### src/rtl/pmd_pkg.sv
// Shared types and constants for the position PID motor drive.
`default_nettype none
package pmd_pkg;

    localparam int unsigned ACC_W = 82;

    localparam logic [7:0]  DUTY_MAX = 8'd255;

    localparam logic [31:0] GAIN_P_RESET = 32'd655;
    localparam logic [31:0] GAIN_D_RESET = 32'd6554;
    localparam logic [31:0] GAIN_I_RESET = 32'd0;
    localparam logic [15:0] CPR_RESET    = 16'd40800;

    localparam logic [31:0] S32_MAX = 32'h7FFF_FFFF;
    localparam logic [31:0] S32_MIN = 32'h8000_0000;
    localparam logic [47:0] S48_MAX = 48'h7FFF_FFFF_FFFF;
    localparam logic [47:0] S48_MIN = 48'h8000_0000_0000;

    // degree scaling: x/360 = ((x >> 3) * ceil(2^28 / 45)) >> 28, exact for x < 2^25
    localparam logic [22:0] TGT_RCP      = 23'h5B_05B1;
    localparam logic [4:0]  TGT_RCP_LAST = 5'd1;

    // divider iteration count, minus one
    localparam logic [4:0] DIV_D_LAST = 5'd31;
    localparam logic [2:0] PROD_LAST  = 3'd7;

    typedef enum logic [1:0] {
        CFG_GAIN_P = 2'd0,
        CFG_GAIN_D = 2'd1,
        CFG_GAIN_I = 2'd2,
        CFG_CPR    = 2'd3
    } t_cfg_idx;

    typedef enum logic [1:0] {
        DIR_STOP = 2'd0,
        DIR_CW   = 2'd1,
        DIR_CCW  = 2'd2
    } t_dir;

    typedef enum logic [1:0] {
        SH_0  = 2'd0,
        SH_16 = 2'd1,
        SH_32 = 2'd2
    } t_shift;

    typedef enum logic [11:0] {
        S_IDLE    = 12'b0000_0000_0001,
        S_TGT_MUL = 12'b0000_0000_0010,
        S_TGT_RCP = 12'b0000_0000_0100,
        S_ERR     = 12'b0000_0000_1000,
        S_DIFF    = 12'b0000_0001_0000,
        S_DIV_D   = 12'b0000_0010_0000,
        S_INT_MUL = 12'b0000_0100_0000,
        S_INT_ADD = 12'b0000_1000_0000,
        S_INT_ABS = 12'b0001_0000_0000,
        S_PROD    = 12'b0010_0000_0000,
        S_NEG     = 12'b0100_0000_0000,
        S_OUT     = 12'b1000_0000_0000
    } t_state;

endpackage
`default_nettype wire

### src/rtl/pmd_in_if.sv
// Input channel: one control step request.
`default_nettype none
interface pmd_in_if;
    logic               valid;
    logic               ready;
    logic        [8:0]  target_degrees;
    logic signed [31:0] position_count;
    logic        [15:0] elapsed_ticks;

    modport source (output valid, output target_degrees, output position_count,
                    output elapsed_ticks, input ready);
    modport sink   (input valid, input target_degrees, input position_count,
                    input elapsed_ticks, output ready);
endinterface
`default_nettype wire

### src/rtl/pmd_out_if.sv
// Output channel: one control step result.
`default_nettype none
interface pmd_out_if;
    logic               valid;
    logic               ready;
    logic        [7:0]  duty;
    logic        [1:0]  direction;
    logic signed [31:0] control_value;

    modport source (output valid, output duty, output direction, output control_value,
                    input ready);
    modport sink   (input valid, input duty, input direction, input control_value,
                     output ready);
endinterface
`default_nettype wire

### src/rtl/pid_motor_position_drive.sv
// Position PID motor drive: one shared multiplier and divider under a sequencer.
//
// Input channel i_in carries target angle, encoder count and elapsed ticks; output
// channel o_out carries duty, direction and the saturated control value u; both transfer
// on valid & ready. The user must write gains (Q16.16) and counts per revolution via
// i_cfg_we / i_cfg_idx / i_cfg_data while the block is idle; the block does not enforce it.
//
// One step at a time: i_in.ready is high only while the sequencer waits, so no new
// request is taken before the previous step has loaded the result register; the next
// request can transfer in the cycle after that load. The sequencer scales the target,
// clamps the error, runs the one-bit-per-cycle restoring divider (32 steps for the
// derivative, skipped when elapsed ticks is 0), updates the integral and sums seven
// 32x16 partial products through the shared multiplier; the degree scaling is a
// reciprocal multiply in three passes through the same multiplier.
//
// The result sits in an output register; the next request is accepted while it
// waits. If the receiver stalls, the following result holds in the last sequencer
// state until the register frees. Synchronous reset restores the gains and counts
// per revolution, clears the stored previous error and integral and drops o_out.valid.
`default_nettype none
module pid_motor_position_drive (
    input  wire         i_clk,
    input  wire         i_rst_n,
    pmd_in_if.sink      i_in,
    pmd_out_if.source   o_out,
    input  wire         i_cfg_we,
    input  wire  [1:0]  i_cfg_idx,
    input  wire  [31:0] i_cfg_data
);

    localparam int unsigned AW = pmd_pkg::ACC_W;

    pmd_pkg::t_state r_state, n_state;

    logic [31:0] r_kp, n_kp, r_kd, n_kd, r_ki, n_ki;
    logic [15:0] r_cpr, n_cpr;
    logic [31:0] r_prev, n_prev;
    logic [47:0] r_int, n_int;

    logic [8:0]  r_deg, n_deg;
    logic [31:0] r_pos, n_pos;
    logic [15:0] r_ticks, n_ticks;
    logic [31:0] r_err, n_err;
    logic [31:0] r_emag, n_emag;
    logic        r_eneg, n_eneg;
    logic [31:0] r_dmag, n_dmag;
    logic        r_dneg, n_dneg;
    logic [47:0] r_eprod, n_eprod;
    logic [47:0] r_imag, n_imag;
    logic        r_ineg, n_ineg;

    logic [31:0] r_quo, n_quo;
    logic [16:0] r_rem, n_rem;
    logic [15:0] r_divisor, n_divisor;
    logic [4:0]  r_cnt, n_cnt;

    logic [2:0]  r_pcnt, n_pcnt;
    logic [47:0] r_pp, n_pp;
    logic        r_pp_neg, n_pp_neg;
    pmd_pkg::t_shift r_pp_sh, n_pp_sh;
    logic [AW-1:0] r_acc, n_acc;
    logic        r_sneg, n_sneg;

    logic        r_out_valid, n_out_valid;
    logic [7:0]  r_duty, n_duty;
    logic [1:0]  r_dir, n_dir;
    logic [31:0] r_u, n_u;

    // shared multiplier
    logic [31:0] mul_a;
    logic [15:0] mul_b;
    logic [47:0] mul_p;

    // partial product selection
    logic [31:0] g_sel, g_mag;
    logic [15:0] dig;
    logic        op_neg;
    pmd_pkg::t_shift dig_sh;

    // divider step
    logic [16:0] rem_sh, rem_nx;
    logic [31:0] quo_nx;
    logic        q_bit;

    logic [47:0] tgt_sum;
    logic [32:0] diff33, dd33, dd_abs;
    logic [48:0] int_add, int_sum;
    logic [AW-1:0] addend;
    logic [65:0] mag66;
    logic        sat_u;
    logic        out_load;

    assign i_in.ready        = (r_state == pmd_pkg::S_IDLE);
    assign o_out.valid       = r_out_valid;
    assign o_out.duty        = r_duty;
    assign o_out.direction   = r_dir;
    assign o_out.control_value = r_u;

    // operand for the product phase
    always_comb begin
        g_sel  = '0;
        dig    = '0;
        op_neg = 1'b0;
        dig_sh = pmd_pkg::SH_0;
        unique case (r_pcnt)
            3'd0: begin
                g_sel = r_kp; dig = r_emag[15:0];  op_neg = r_eneg;
            end
            3'd1: begin
                g_sel = r_kp; dig = r_emag[31:16]; op_neg = r_eneg; dig_sh = pmd_pkg::SH_16;
            end
            3'd2: begin
                g_sel = r_kd; dig = r_dmag[15:0];  op_neg = r_dneg;
            end
            3'd3: begin
                g_sel = r_kd; dig = r_dmag[31:16]; op_neg = r_dneg; dig_sh = pmd_pkg::SH_16;
            end
            3'd4: begin
                g_sel = r_ki; dig = r_imag[15:0];  op_neg = r_ineg;
            end
            3'd5: begin
                g_sel = r_ki; dig = r_imag[31:16]; op_neg = r_ineg; dig_sh = pmd_pkg::SH_16;
            end
            3'd6: begin
                g_sel = r_ki; dig = r_imag[47:32]; op_neg = r_ineg; dig_sh = pmd_pkg::SH_32;
            end
            default: begin
                g_sel = '0;
            end
        endcase
        g_mag = g_sel[31] ? (~g_sel + 32'd1) : g_sel;
    end

    always_comb begin
        unique case (r_state)
            pmd_pkg::S_TGT_MUL: begin
                mul_a = {16'd0, r_cpr};
                mul_b = {7'd0, r_deg};
            end
            pmd_pkg::S_TGT_RCP: begin
                // low reciprocal half first, then the high half
                mul_a = r_quo;
                mul_b = (r_cnt == '0) ? {9'd0, pmd_pkg::TGT_RCP[22:16]}
                                      : pmd_pkg::TGT_RCP[15:0];
            end
            pmd_pkg::S_INT_MUL: begin
                mul_a = r_emag;
                mul_b = r_ticks;
            end
            default: begin
                mul_a = g_mag;
                mul_b = dig;
            end
        endcase
        mul_p = {16'd0, mul_a} * {32'd0, mul_b};
    end

    // restoring divide, one quotient bit per cycle
    always_comb begin
        rem_sh = {r_rem[15:0], r_quo[31]};
        q_bit  = (rem_sh >= {1'b0, r_divisor});
        rem_nx = q_bit ? (rem_sh - {1'b0, r_divisor}) : rem_sh;
        quo_nx = {r_quo[30:0], q_bit};
    end

    always_comb begin
        unique case (r_pp_sh)
            pmd_pkg::SH_16: addend = {{(AW-64){1'b0}}, r_pp, 16'd0};
            pmd_pkg::SH_32: addend = {{(AW-80){1'b0}}, r_pp, 32'd0};
            default:        addend = {{(AW-48){1'b0}}, r_pp};
        endcase
    end

    always_comb begin
        tgt_sum = r_eprod + {mul_p[31:0], 16'd0};
        diff33  = {r_pos[31], r_pos} - {8'd0, r_quo[24:0]};
        dd33    = {r_err[31], r_err} - {r_prev[31], r_prev};
        dd_abs  = dd33[32] ? (~dd33 + 33'd1) : dd33;
        int_add = r_eneg ? (~{1'b0, r_eprod} + 49'd1) : {1'b0, r_eprod};
        int_sum = {r_int[47], r_int} + int_add;
        mag66   = r_acc[AW-1:16];
        sat_u   = |mag66[65:31];
        out_load = (r_state == pmd_pkg::S_OUT) && (!r_out_valid || o_out.ready);
    end

    always_comb begin
        n_state = r_state;
        n_kp = r_kp; n_kd = r_kd; n_ki = r_ki; n_cpr = r_cpr;
        n_prev = r_prev; n_int = r_int;
        n_deg = r_deg; n_pos = r_pos; n_ticks = r_ticks;
        n_err = r_err; n_emag = r_emag; n_eneg = r_eneg;
        n_dmag = r_dmag; n_dneg = r_dneg; n_eprod = r_eprod;
        n_imag = r_imag; n_ineg = r_ineg;
        n_quo = r_quo; n_rem = r_rem; n_divisor = r_divisor; n_cnt = r_cnt;
        n_pcnt = r_pcnt; n_pp = r_pp; n_pp_neg = r_pp_neg; n_pp_sh = r_pp_sh;
        n_acc = r_acc; n_sneg = r_sneg;
        n_out_valid = r_out_valid & ~o_out.ready;
        n_duty = r_duty; n_dir = r_dir; n_u = r_u;

        if (i_cfg_we) begin
            unique case (pmd_pkg::t_cfg_idx'(i_cfg_idx))
                pmd_pkg::CFG_GAIN_P: n_kp  = i_cfg_data;
                pmd_pkg::CFG_GAIN_D: n_kd  = i_cfg_data;
                pmd_pkg::CFG_GAIN_I: n_ki  = i_cfg_data;
                pmd_pkg::CFG_CPR:    n_cpr = i_cfg_data[15:0];
                default: ;
            endcase
        end

        unique case (r_state)
            pmd_pkg::S_IDLE: begin
                if (i_in.valid) begin
                    n_deg   = i_in.target_degrees;
                    n_pos   = i_in.position_count;
                    n_ticks = i_in.elapsed_ticks;
                    n_state = pmd_pkg::S_TGT_MUL;
                end
            end
            pmd_pkg::S_TGT_MUL: begin
                // product / 8, then the reciprocal of 45 finishes the scaling
                n_quo   = {10'd0, mul_p[24:3]};
                n_cnt   = pmd_pkg::TGT_RCP_LAST;
                n_state = pmd_pkg::S_TGT_RCP;
            end
            pmd_pkg::S_TGT_RCP: begin
                if (r_cnt == '0) begin
                    n_quo   = {15'd0, tgt_sum[44:28]};
                    n_state = pmd_pkg::S_ERR;
                end else begin
                    n_eprod = mul_p;
                    n_cnt   = r_cnt - 5'd1;
                end
            end
            pmd_pkg::S_ERR: begin
                if (diff33[32] != diff33[31])
                    n_err = diff33[32] ? pmd_pkg::S32_MIN : pmd_pkg::S32_MAX;
                else
                    n_err = diff33[31:0];
                n_state = pmd_pkg::S_DIFF;
            end
            pmd_pkg::S_DIFF: begin
                n_eneg = r_err[31];
                n_emag = r_err[31] ? (~r_err + 32'd1) : r_err;
                n_dneg = dd33[32];
                if (r_ticks == '0) begin
                    n_dmag  = '0;
                    n_state = pmd_pkg::S_INT_MUL;
                end else begin
                    n_quo     = dd_abs[31:0];
                    n_rem     = '0;
                    n_divisor = r_ticks;
                    n_cnt     = pmd_pkg::DIV_D_LAST;
                    n_state   = pmd_pkg::S_DIV_D;
                end
            end
            pmd_pkg::S_DIV_D: begin
                n_quo = quo_nx;
                n_rem = rem_nx;
                n_cnt = r_cnt - 5'd1;
                if (r_cnt == '0) begin
                    n_dmag  = quo_nx;
                    n_state = pmd_pkg::S_INT_MUL;
                end
            end
            pmd_pkg::S_INT_MUL: begin
                n_eprod = mul_p;
                n_state = pmd_pkg::S_INT_ADD;
            end
            pmd_pkg::S_INT_ADD: begin
                if (int_sum[48] != int_sum[47])
                    n_int = int_sum[48] ? pmd_pkg::S48_MIN : pmd_pkg::S48_MAX;
                else
                    n_int = int_sum[47:0];
                n_prev  = r_err;
                n_state = pmd_pkg::S_INT_ABS;
            end
            pmd_pkg::S_INT_ABS: begin
                n_ineg   = r_int[47];
                n_imag   = r_int[47] ? (~r_int + 48'd1) : r_int;
                n_acc    = '0;
                n_pp     = '0;
                n_pp_neg = 1'b0;
                n_pp_sh  = pmd_pkg::SH_0;
                n_pcnt   = '0;
                n_state  = pmd_pkg::S_PROD;
            end
            pmd_pkg::S_PROD: begin
                // accumulate last product while the next one is formed
                n_acc    = r_pp_neg ? (r_acc - addend) : (r_acc + addend);
                n_pp     = mul_p;
                n_pp_neg = g_sel[31] ^ op_neg;
                n_pp_sh  = dig_sh;
                n_pcnt   = r_pcnt + 3'd1;
                if (r_pcnt == pmd_pkg::PROD_LAST) n_state = pmd_pkg::S_NEG;
            end
            pmd_pkg::S_NEG: begin
                n_sneg  = r_acc[AW-1];
                n_acc   = r_acc[AW-1] ? (~r_acc + {{(AW-1){1'b0}}, 1'b1}) : r_acc;
                n_state = pmd_pkg::S_OUT;
            end
            pmd_pkg::S_OUT: begin
                if (out_load) begin
                    n_out_valid = 1'b1;
                    if (sat_u)
                        n_u = r_sneg ? pmd_pkg::S32_MIN : pmd_pkg::S32_MAX;
                    else
                        n_u = r_sneg ? (~mag66[31:0] + 32'd1) : mag66[31:0];
                    // a negative sum under one LSB truncates to zero: stop
                    if (mag66 == '0)
                        n_dir = pmd_pkg::DIR_STOP;
                    else
                        n_dir = r_sneg ? pmd_pkg::DIR_CCW : pmd_pkg::DIR_CW;
                    n_duty  = (|mag66[65:8]) ? pmd_pkg::DUTY_MAX : mag66[7:0];
                    n_state = pmd_pkg::S_IDLE;
                end
            end
            default: begin
                n_state = pmd_pkg::S_IDLE;
            end
        endcase
    end

    always_ff @(posedge i_clk) begin
        if (!i_rst_n) begin
            r_state     <= pmd_pkg::S_IDLE;
            r_kp        <= pmd_pkg::GAIN_P_RESET;
            r_kd        <= pmd_pkg::GAIN_D_RESET;
            r_ki        <= pmd_pkg::GAIN_I_RESET;
            r_cpr       <= pmd_pkg::CPR_RESET;
            r_prev      <= '0;
            r_int       <= '0;
            r_out_valid <= 1'b0;
        end else begin
            r_state     <= n_state;
            r_kp        <= n_kp;
            r_kd        <= n_kd;
            r_ki        <= n_ki;
            r_cpr       <= n_cpr;
            r_prev      <= n_prev;
            r_int       <= n_int;
            r_out_valid <= n_out_valid;
        end
    end

    always_ff @(posedge i_clk) begin
        r_deg     <= n_deg;
        r_pos     <= n_pos;
        r_ticks   <= n_ticks;
        r_err     <= n_err;
        r_emag    <= n_emag;
        r_eneg    <= n_eneg;
        r_dmag    <= n_dmag;
        r_dneg    <= n_dneg;
        r_eprod   <= n_eprod;
        r_imag    <= n_imag;
        r_ineg    <= n_ineg;
        r_quo     <= n_quo;
        r_rem     <= n_rem;
        r_divisor <= n_divisor;
        r_cnt     <= n_cnt;
        r_pcnt    <= n_pcnt;
        r_pp      <= n_pp;
        r_pp_neg  <= n_pp_neg;
        r_pp_sh   <= n_pp_sh;
        r_acc     <= n_acc;
        r_sneg    <= n_sneg;
        r_duty    <= n_duty;
        r_dir     <= n_dir;
        r_u       <= n_u;
    end

endmodule
`default_nettype wire

### src/flat_wrapper.sv
// flat-port wrapper written by rule: the top's interface ports become plain ports
module pid_motor_position_drive_flat 
  (i_clk, i_rst_n, i_cfg_we, i_cfg_idx, i_cfg_data, i_in_valid, i_in_target_degrees, i_in_position_count, i_in_elapsed_ticks, i_in_ready, o_out_valid, o_out_duty, o_out_direction, o_out_control_value, o_out_ready);
  pmd_in_if i_in_i ();
  pmd_out_if o_out_i ();
  input  wire i_clk;
  input  wire i_rst_n;
  input  wire i_cfg_we;
  input  wire  [1:0] i_cfg_idx;
  input  wire  [31:0] i_cfg_data;
  input wire logic [$bits(i_in_i.valid)-1:0] i_in_valid;
  input wire logic [$bits(i_in_i.target_degrees)-1:0] i_in_target_degrees;
  input wire logic [$bits(i_in_i.position_count)-1:0] i_in_position_count;
  input wire logic [$bits(i_in_i.elapsed_ticks)-1:0] i_in_elapsed_ticks;
  output wire logic [$bits(i_in_i.ready)-1:0] i_in_ready;
  output wire logic [$bits(o_out_i.valid)-1:0] o_out_valid;
  output wire logic [$bits(o_out_i.duty)-1:0] o_out_duty;
  output wire logic [$bits(o_out_i.direction)-1:0] o_out_direction;
  output wire logic [$bits(o_out_i.control_value)-1:0] o_out_control_value;
  input wire logic [$bits(o_out_i.ready)-1:0] o_out_ready;
  assign i_in_i.valid = i_in_valid;
  assign i_in_i.target_degrees = i_in_target_degrees;
  assign i_in_i.position_count = i_in_position_count;
  assign i_in_i.elapsed_ticks = i_in_elapsed_ticks;
  assign i_in_ready = i_in_i.ready;
  assign o_out_valid = o_out_i.valid;
  assign o_out_duty = o_out_i.duty;
  assign o_out_direction = o_out_i.direction;
  assign o_out_control_value = o_out_i.control_value;
  assign o_out_i.ready = o_out_ready;
  pid_motor_position_drive u_core (.i_clk(i_clk), .i_rst_n(i_rst_n), .i_in(i_in_i), .o_out(o_out_i), .i_cfg_we(i_cfg_we), .i_cfg_idx(i_cfg_idx), .i_cfg_data(i_cfg_data));
endmodule
### config.mk
export PLATFORM = sky130hd
export DESIGN_NAME = pid_motor_position_drive_flat
export DESIGN_NICKNAME = d
export VERILOG_FILES = /design/src/rtl/pmd_pkg.sv /design/src/rtl/pmd_in_if.sv /design/src/rtl/pmd_out_if.sv /design/src/rtl/pid_motor_position_drive.sv /design/src/flat_wrapper.sv
export SDC_FILE = /design/constraint.sdc
export NUM_CORES = 2
export LEC_CHECK = 0
export BUFFER_PORTS_ARGS = -buffer_cell sky130_fd_sc_hd__buf_2
export CORE_UTILIZATION = 60
export CTS_BUF_LIST = sky130_fd_sc_hd__clkbuf_8
export CTS_CLUSTER_SIZE = 30
export DETAILED_ROUTE_END_ITERATION = 8
export PLACE_DENSITY = 0.88
export SLEW_MARGIN = 10
export SYNTH_ARGS = -nofsm -noshare
export SYNTH_HDL_FRONTEND = slang
export SYNTH_SLANG_ARGS = --single-unit
### constraint.sdc
create_clock -name i_clk -period 11.3 [get_ports i_clk]
set_clock_uncertainty 0.15 [all_clocks]
set_input_delay 2.825 -clock i_clk [delete_from_list [all_inputs] [get_ports i_clk]]
set_output_delay 2.825 -clock i_clk [all_outputs]
set_load 0.01 [all_outputs]
## Word level (Yosys, flattened, before mapping)

Index checks and enable logic that the tools add are counted.

- Register bits after elaboration: 705
- Input port bits: 96
- Output and inout port bits: 44
- Word-level logic and storage cells: 183

- $add $sub $neg: 16
- Multiply operators: 1
- Order comparisons: 1
- Equality and inequality tests: 35
- Multiplexer cells: 51
- Bitwise logic cells: 11
- Reductions and logical operators: 33

Operators by type and width:

| kind | count |
|---|---|
| $mux W32 | 11 |
| $pmux W82 S3 | 1 |
| $pmux W32 S3 | 2 |
| $pmux W48 S2 | 2 |
| $mux W82 | 2 |
| $pmux W80 S2 | 1 |
| $mux W48 | 3 |
| $pmux W12 S12 | 1 |
| $add A32 B1 Y32 const B | 4 |
| $not A32 Y32 | 4 |
| $pmux W32 S4 | 1 |
| $pmux W16 S7 | 1 |
| $add A82 B1 Y82 const B | 1 |
| $add A82 B80 Y82 | 1 |
| $not A82 Y82 | 1 |
| $sub A82 B80 Y82 | 1 |
| $logic_not A66 Y1 | 1 |
| $pmux W32 S2 | 1 |
| $mux W12 | 5 |
| $reduce_or A58 Y1 | 1 |
| $add A49 B1 Y49 const B | 1 |
| $add A49 B49 Y49 | 1 |
| $mux W49 | 1 |
| $not A48 Y49 | 1 |
| other kinds (64) | 99 |

## Longest topological paths before layout

- Depth in word-level cells: 11
- Gate-level depth with buffers: 50

## Worst setup path before layout

No wires, ideal clock.

- Kind: reg-to-reg
- Start point: register u_core.r_pcnt[2]
- End point: register u_core.r_quo[16] (data pin)
- Setup time: 269 ps
- Data arrival time: 10666 ps
- Required time: 10881 ps
- Setup slack: 215 ps
- Cell stages (with the launch flop): 49
- Path buffers: 6
- Clock period less this slack: 11085 ps
- Cell sequence: edfxtp_1 -> clkbuf_1 -> inv_2 -> buf_1 -> ha_1 -> clkbuf_1 -> or2_2 -> clkbuf_1 -> clkbuf_1 -> a222oi_1 -> ha_1 -> inv_1 -> nor4_1 -> nand2_1 -> inv_1 -> a21oi_1 -> xnor2_1 -> o21ai_0 -> [13 not listed] -> o21ai_0 -> nand2_1 -> a21boi_0 -> o21ai_0 -> a21oi_1 -> o21bai_1 -> a21oi_1 -> xor2_1 -> inv_1 -> ha_1 -> a21oi_1 -> o21ai_0 -> a21oi_1 -> o21bai_1 -> a311o_1 -> a31oi_1 -> xnor2_1 -> o21ai_0

- Longest elaborated chain between the ends: 11

Ends and longest elaborated chain:

| item | RTL line | RTL |
|---|---|---|
| start, declared | pid_motor_position_drive.sv:57 | `logic [2:0] r_pcnt, n_pcnt;` |
| start signal, assigned | pid_motor_position_drive.sv:361 | `r_pcnt <= n_pcnt;` |
| $eq A3 B3 Y1 (tied with other cells) | pid_motor_position_drive.sv:105 | `unique case (r_pcnt)` |
| $reduce_or A3 Y1 (no line) / $reduce_or A2 Y1 (equally long branches) | n/a |  |
| $pmux W32 S3 | pid_motor_position_drive.sv:105 |  |
| $not A32 Y32 | pid_motor_position_drive.sv:131 | `g_mag = g_sel[31] ? (~g_sel + 32'd1) : g_sel;` |
| $add A32 B1 Y32 | pid_motor_position_drive.sv:131 |  |
| $mux W32 | pid_motor_position_drive.sv:131 |  |
| $pmux W32 S3 | pid_motor_position_drive.sv:135 | `unique case (r_state)` |
| $mul A32 B16 Y48 (*) | pid_motor_position_drive.sv:155 | `mul_p = {16'd0, mul_a} * {32'd0, mul_b};` |
| via u_core.mul_p[21] | pid_motor_position_drive.sv:72 | `logic [47:0] mul_p;` |
| $add A45 B45 Y45 (*) | pid_motor_position_drive.sv:175 | `tgt_sum = r_eprod + {mul_p[31:0], 16'd0};` |
| $mux W32 (*) | pid_motor_position_drive.sv:226 | `if (r_cnt == '0) begin` |
| $pmux W32 S4 (*) | pid_motor_position_drive.sv:210 | `unique case (r_state)` |
| via u_core.n_quo[16] | pid_motor_position_drive.sv:52 | `logic [31:0] r_quo, n_quo;` |
| end signal, assigned | pid_motor_position_drive.sv:357 | `r_quo <= n_quo;` |
| end, declared | pid_motor_position_drive.sv:52 |  |

Mark *: on every way through the listed nets, which the timed path passes. The rest lies on a longest branch. The select of a mux whose other input is x is not followed.
A chain may end at the register's enable or synchronous reset.

## Worst setup path in the final report

- Start point: register u_core.r_pcnt[0]
- End point: register u_core.r_pp[47] (data pin)

- Longest elaborated chain between the ends: 9

Ends and longest elaborated chain:

| item | RTL line | RTL |
|---|---|---|
| $eq A3 B3 Y1 (tied with other cells) | pid_motor_position_drive.sv:105 |  |
| $reduce_or A3 Y1 (no line) / $reduce_or A2 Y1 (equally long branches) | n/a |  |
| $pmux W32 S3 | pid_motor_position_drive.sv:105 |  |
| $not A32 Y32 | pid_motor_position_drive.sv:131 |  |
| $add A32 B1 Y32 | pid_motor_position_drive.sv:131 |  |
| $mux W32 | pid_motor_position_drive.sv:131 |  |
| $pmux W32 S3 | pid_motor_position_drive.sv:135 |  |
| $mul A32 B16 Y48 (*) | pid_motor_position_drive.sv:155 |  |
| via u_core.mul_p[47] | pid_motor_position_drive.sv:72 |  |
| $pmux W48 S2 (*) | pid_motor_position_drive.sv:210 |  |
| end signal, assigned | pid_motor_position_drive.sv:362 | `r_pp <= n_pp;` |
| end, declared | pid_motor_position_drive.sv:58 | `logic [47:0] r_pp, n_pp;` |

Mark *: on every way through the listed nets, which the timed path passes. The rest lies on a longest branch.

==> impl_metrics.yaml <==
synthesis:
  syn-num-nets: 8231
  syn-instance-count: 7345
  synth-seq-area-share_pct: 29.67
  post_synth_cell_types: 86
  synthesis.area_per_instance_um2: 8.773
  synth_edf_count: 500
  synthFlopType: "sky130_fd_sc_hd__edfxtp_1"
  ys_async_sr_fraction_pct: 0
  synth.ff_latch_count: 705
  synth_area_um2: 64440
  synth.yosys.warnings: 0
min_path:
  hp-start: "u_core.r_prev[31]"
  min_path_cells: 2
  hold_path.class: "reg2reg"
  hold_end: "u_core.r_prev[31]"
clock_tree:
  clk_latency_ps: 850
  clockRootBuffer: "sky130_fd_sc_hd__clkbuf_8"
  clock-sinks: 705
  h-tree-depth: 3
  clock_pin_slew_of_the_registers_on_the_worst_case_setup_and_hold_paths_ps: 60
  holdBufCountCts: 0
  cts_buffer_depth: 3
  tritoncts.num_buffers: 119
  cts_tree: "yes"
finish:
  numnets_final: 8279
  finalInstanceArea_um2: 69510
  area.sequential_um2: 19120
  synthToLayoutAreaGrowth_pct: 7.864
  fillers: 8580
  multi_input_comb_area_um2: 41790
  drive_gt1_share_pct: 7.790
sta:
  timing.setup.tns_ps: 0
  worst_slew_pin_slew_ps: 1338
  finalHoldViolations: 0
  period_share_pct: 96.35
  period_needed_ps: 10890
  whs_ps: 303.7
  max-slew-margin-rel_pct: 10.47
  achievable-frequency_mhz: 91.85
  report.final.slew_viol_count: 0
  setup-violations-final: 0
power:
  irDropWorstVdd_mv: 0.1815
  power_density_normalized_to_cell_area_nw_per_um2: 91.55
  cellLeakagePower_uw: 0.02846
worst_setup_path:
  critical_path.slowest_cell: "sky130_fd_sc_hd__a222oi_1"
  worstSetupStartpointType: "flop"
  worst-r2r-setup-slack_ps: 410
  crit-reg2reg-capture: "u_core.r_pp[47]"
  path_common_cell: "sky130_fd_sc_hd__fa_1"
  required_ps: 11840
  timing.critical_path.to_type: "flop"
  critical_path_class: "reg2reg"
  timing.critical_path.slowest_cell_delay_ps: 810
  worst_path_arrival_time_ps: 11430
  path_max_fanout: 34
  rr_startpoint: "u_core.r_pcnt[0]"
  rr_worst_depth: 32
placement:
  place.gp.congestion: 1.064
  io_buffer_count: 139
  dp.final_hpwl_mm: 164.6
  dpl-instance-area_um2: 66840
floorplan:
  placeableCoreArea_um2: 105900
  std_cell_rows: 119
  initial_core_utilization_pct: 60.87
  total_die_area_um2: 108700
  ioPinCount: 140
  die_w_um: 329.7
  floorplan.die.height_um: 329.7
flow_run:
  maxCapViolCount: 0
grt:
  gr-usage-all-layers_pct: 39.00
  largest_net_degree_at_the_start_of_global_routing: 97
  grt-ovfl-total: 0
  first_global_vias: 55773
  number_of_antenna_violations_at_the_first_check_in_global_routing: 6
  global_route_wire_length_before_repair_mm: 325.5
drt:
  viasPerCell: 6.530
  first_iter_violations: 7723
  number_of_optimization_iterations_in_the_first_detailed_route_pass: 9
  drt-wirelength-per-cell_um: 24.05
  route.detailed.drc: 7
  drt_wl_total_mm: 214.1
  route.vias.total: 58117
  postRouteAntennaNets: 0
run_status:
  failed_checks: "design-rule violations"
  result_of_the_run: "complete, but fails checks"
## report_power, final
| part | switching, µW | total (µW) | internal [µW] | leakage [µW] |
|---|---|---|---|---|
| clock network | 1150 | 2500 | 1350 | 0.00145 |
| registers | 129 | 3010 | 2890 | 0.00581 |
| logic | 558 | 845 | 287 | 0.0212 |
## logic make-up (layout without fill, tap and decap cells)
logic type / Yosys count / in the layout / share of synthesized area [%]
adders and majority gates: 800 / 800 / 20.42
DFF: 705 / 705 / 29.67
AOI/OAI and AO/OA: 1946 / 1946 / 19.35
muxes: 31 / 31 / 0.4854
buffers and inverters: 998 / 1150 / 5.815
other: 0 / 12 / 0
and+or+nand+nor: 2315 / 2315 / 16.78
xor gates and xnor gates: 550 / 550 / 7.476
## registers in the layout, indices dropped and copies added, names as in the netlist, 48 cells and up
signal          cells
u_core.r_acc       82
u_core.r_eprod     48
u_core.r_imag      48
u_core.r_int       48
u_core.r_pp        48
## worst max-delay path: cells and delay by family, from the launching register on
family                   cells  cell delay (ps)
AND/OR/NAND/NOR              7             1810
XOR/XNOR                     2              670
buffers and inverters        5              780
adder cells (fa/ha/maj)      9             3890
AO/OA/AOI/OAI                9             3040
flip-flops                   1              440
## metrics by stage
| stage | utilization, % | std cells | total power [µW] | setup slack (ps) |
|---|---|---|---|---|
| floorplan | - | 7345 | 3523 | 215.3 |
| global placement | 63.14 | 8662 | 3846 | 388.7 |
| detailed placement | 63.14 | 8662 | 3860 | 280.6 |
| CTS | 65.56 | 8887 | 6325 | 314.0 |
| global route | 65.64 | 8895 | 6534 | -59.82 |
| finish | 65.66 | 8900 | 6363 | 412.8 |
## per-layer routing
metal  GRT usage [%]  share of wire [%]  routed length, µm
met3           7.278                 10              22350
met4           22.60                6.8              14660
met5               0                  0                  0
met2           62.41                 45              97160
met1           49.52                 37              79900
## cell usage after synthesis, types with 26 or more instances
cell type	count	area share (%)
sky130_fd_sc_hd__a211oi_1	34	0.40
sky130_fd_sc_hd__a21o_1	179	2.1
sky130_fd_sc_hd__a21oi_1	576	4.5
sky130_fd_sc_hd__a221o_1	27	0.42
sky130_fd_sc_hd__a221oi_1	29	0.39
sky130_fd_sc_hd__a222oi_1	69	1.1
sky130_fd_sc_hd__a22oi_1	58	0.68
sky130_fd_sc_hd__a31oi_1	53	0.51
sky130_fd_sc_hd__and2_1	155	1.5
sky130_fd_sc_hd__and3_1	54	0.52
sky130_fd_sc_hd__clkbuf_1	351	2.0
sky130_fd_sc_hd__dfxtp_1	205	6.4
sky130_fd_sc_hd__edfxtp_1	500	23
sky130_fd_sc_hd__fa_1	423	13
sky130_fd_sc_hd__ha_1	367	7.1
sky130_fd_sc_hd__inv_1	620	3.6
sky130_fd_sc_hd__mux2i_1	29	0.45
sky130_fd_sc_hd__nand2_1	970	5.7
sky130_fd_sc_hd__nand2b_1	51	0.50
sky130_fd_sc_hd__nand3_1	116	0.90
sky130_fd_sc_hd__nand4_1	57	0.55
sky130_fd_sc_hd__nor2_1	473	2.8
sky130_fd_sc_hd__nor2b_1	52	0.50
sky130_fd_sc_hd__nor3_1	126	0.98
sky130_fd_sc_hd__nor4_1	55	0.53
sky130_fd_sc_hd__o211ai_1	28	0.33
sky130_fd_sc_hd__o21a_1	53	0.62
sky130_fd_sc_hd__o21ai_0	422	3.3
sky130_fd_sc_hd__o21bai_1	47	0.55
sky130_fd_sc_hd__o22ai_1	77	0.75
sky130_fd_sc_hd__o311ai_0	26	0.35
sky130_fd_sc_hd__o31ai_1	72	0.84
sky130_fd_sc_hd__o41ai_1	30	0.41
sky130_fd_sc_hd__or2_2	32	0.31
sky130_fd_sc_hd__or3_1	61	0.59
sky130_fd_sc_hd__or4_1	35	0.41
sky130_fd_sc_hd__xnor2_1	340	4.6
sky130_fd_sc_hd__xor2_1	210	2.9
## area by class of cell
class | instances | area share (%)
Antenna cell | 12 | 0.04320
Clock buffer | 131 | 2.594
Clock inverter | 94 | 1.094
Inverter | 623 | 3.368
Multi-Input combinational cell | 5642 | 60.12
Sequential cell | 705 | 27.51
Tap cell | 1391 | 2.504
Timing Repair Buffer | 302 | 2.772
## layout by cell type (no fill, tap or decap), types with 50 or more instances in the layout
master                     Yosys  final
sky130_fd_sc_hd__xnor2_1     340    337
sky130_fd_sc_hd__inv_1       620    656
sky130_fd_sc_hd__o21a_1       53     51
sky130_fd_sc_hd__a21o_1      179    178
sky130_fd_sc_hd__a222oi_1     69     69
sky130_fd_sc_hd__fa_1        423    423
sky130_fd_sc_hd__nor2_1      473    467
sky130_fd_sc_hd__o22ai_1      77     77
sky130_fd_sc_hd__nor3_1      126    122
sky130_fd_sc_hd__and3_1       54     54
sky130_fd_sc_hd__clkbuf_8      0    131
sky130_fd_sc_hd__o21ai_0     422    412
sky130_fd_sc_hd__dfxtp_1     205    205
sky130_fd_sc_hd__a22oi_1      58     58
sky130_fd_sc_hd__nand3_1     116    115
sky130_fd_sc_hd__nand4_1      57     57
sky130_fd_sc_hd__a31oi_1      53     52
sky130_fd_sc_hd__ha_1        367    366
sky130_fd_sc_hd__edfxtp_1    500    500
sky130_fd_sc_hd__nor4_1       55     54
sky130_fd_sc_hd__o31ai_1      72     72
sky130_fd_sc_hd__buf_2         1    139
sky130_fd_sc_hd__buf_4         0    161
sky130_fd_sc_hd__nand2_1     970    968
sky130_fd_sc_hd__xor2_1      210    209
sky130_fd_sc_hd__a21oi_1     576    574
sky130_fd_sc_hd__or3_1        61     61
sky130_fd_sc_hd__and2_1      155    154
sky130_fd_sc_hd__nand2b_1     51     51
sky130_fd_sc_hd__nor2b_1      52     50
## timing repair
item                                    CTS  global route
endpoints found under the setup margin    0            13
setup buffers                             0             1
endpoints found under the hold margin     0             0
resized for setup                         0            19
## how the worst max path moves through the flow
stage	startpoint	to
finish	u_core.r_pcnt[0]	u_core.r_pp[47]
global route	u_core.r_pcnt[0]	u_core.r_quo[12]
CTS	u_core.r_pcnt[0]	u_core.r_quo[16]
detailed placement	u_core.r_pcnt[0]	u_core.r_quo[16]
global placement	u_core.r_pcnt[0]	u_core.r_quo[16]
floorplan	u_core.r_pcnt[2]	u_core.r_quo[16]
No activity file was read; power rests on OpenSTA's default activity.
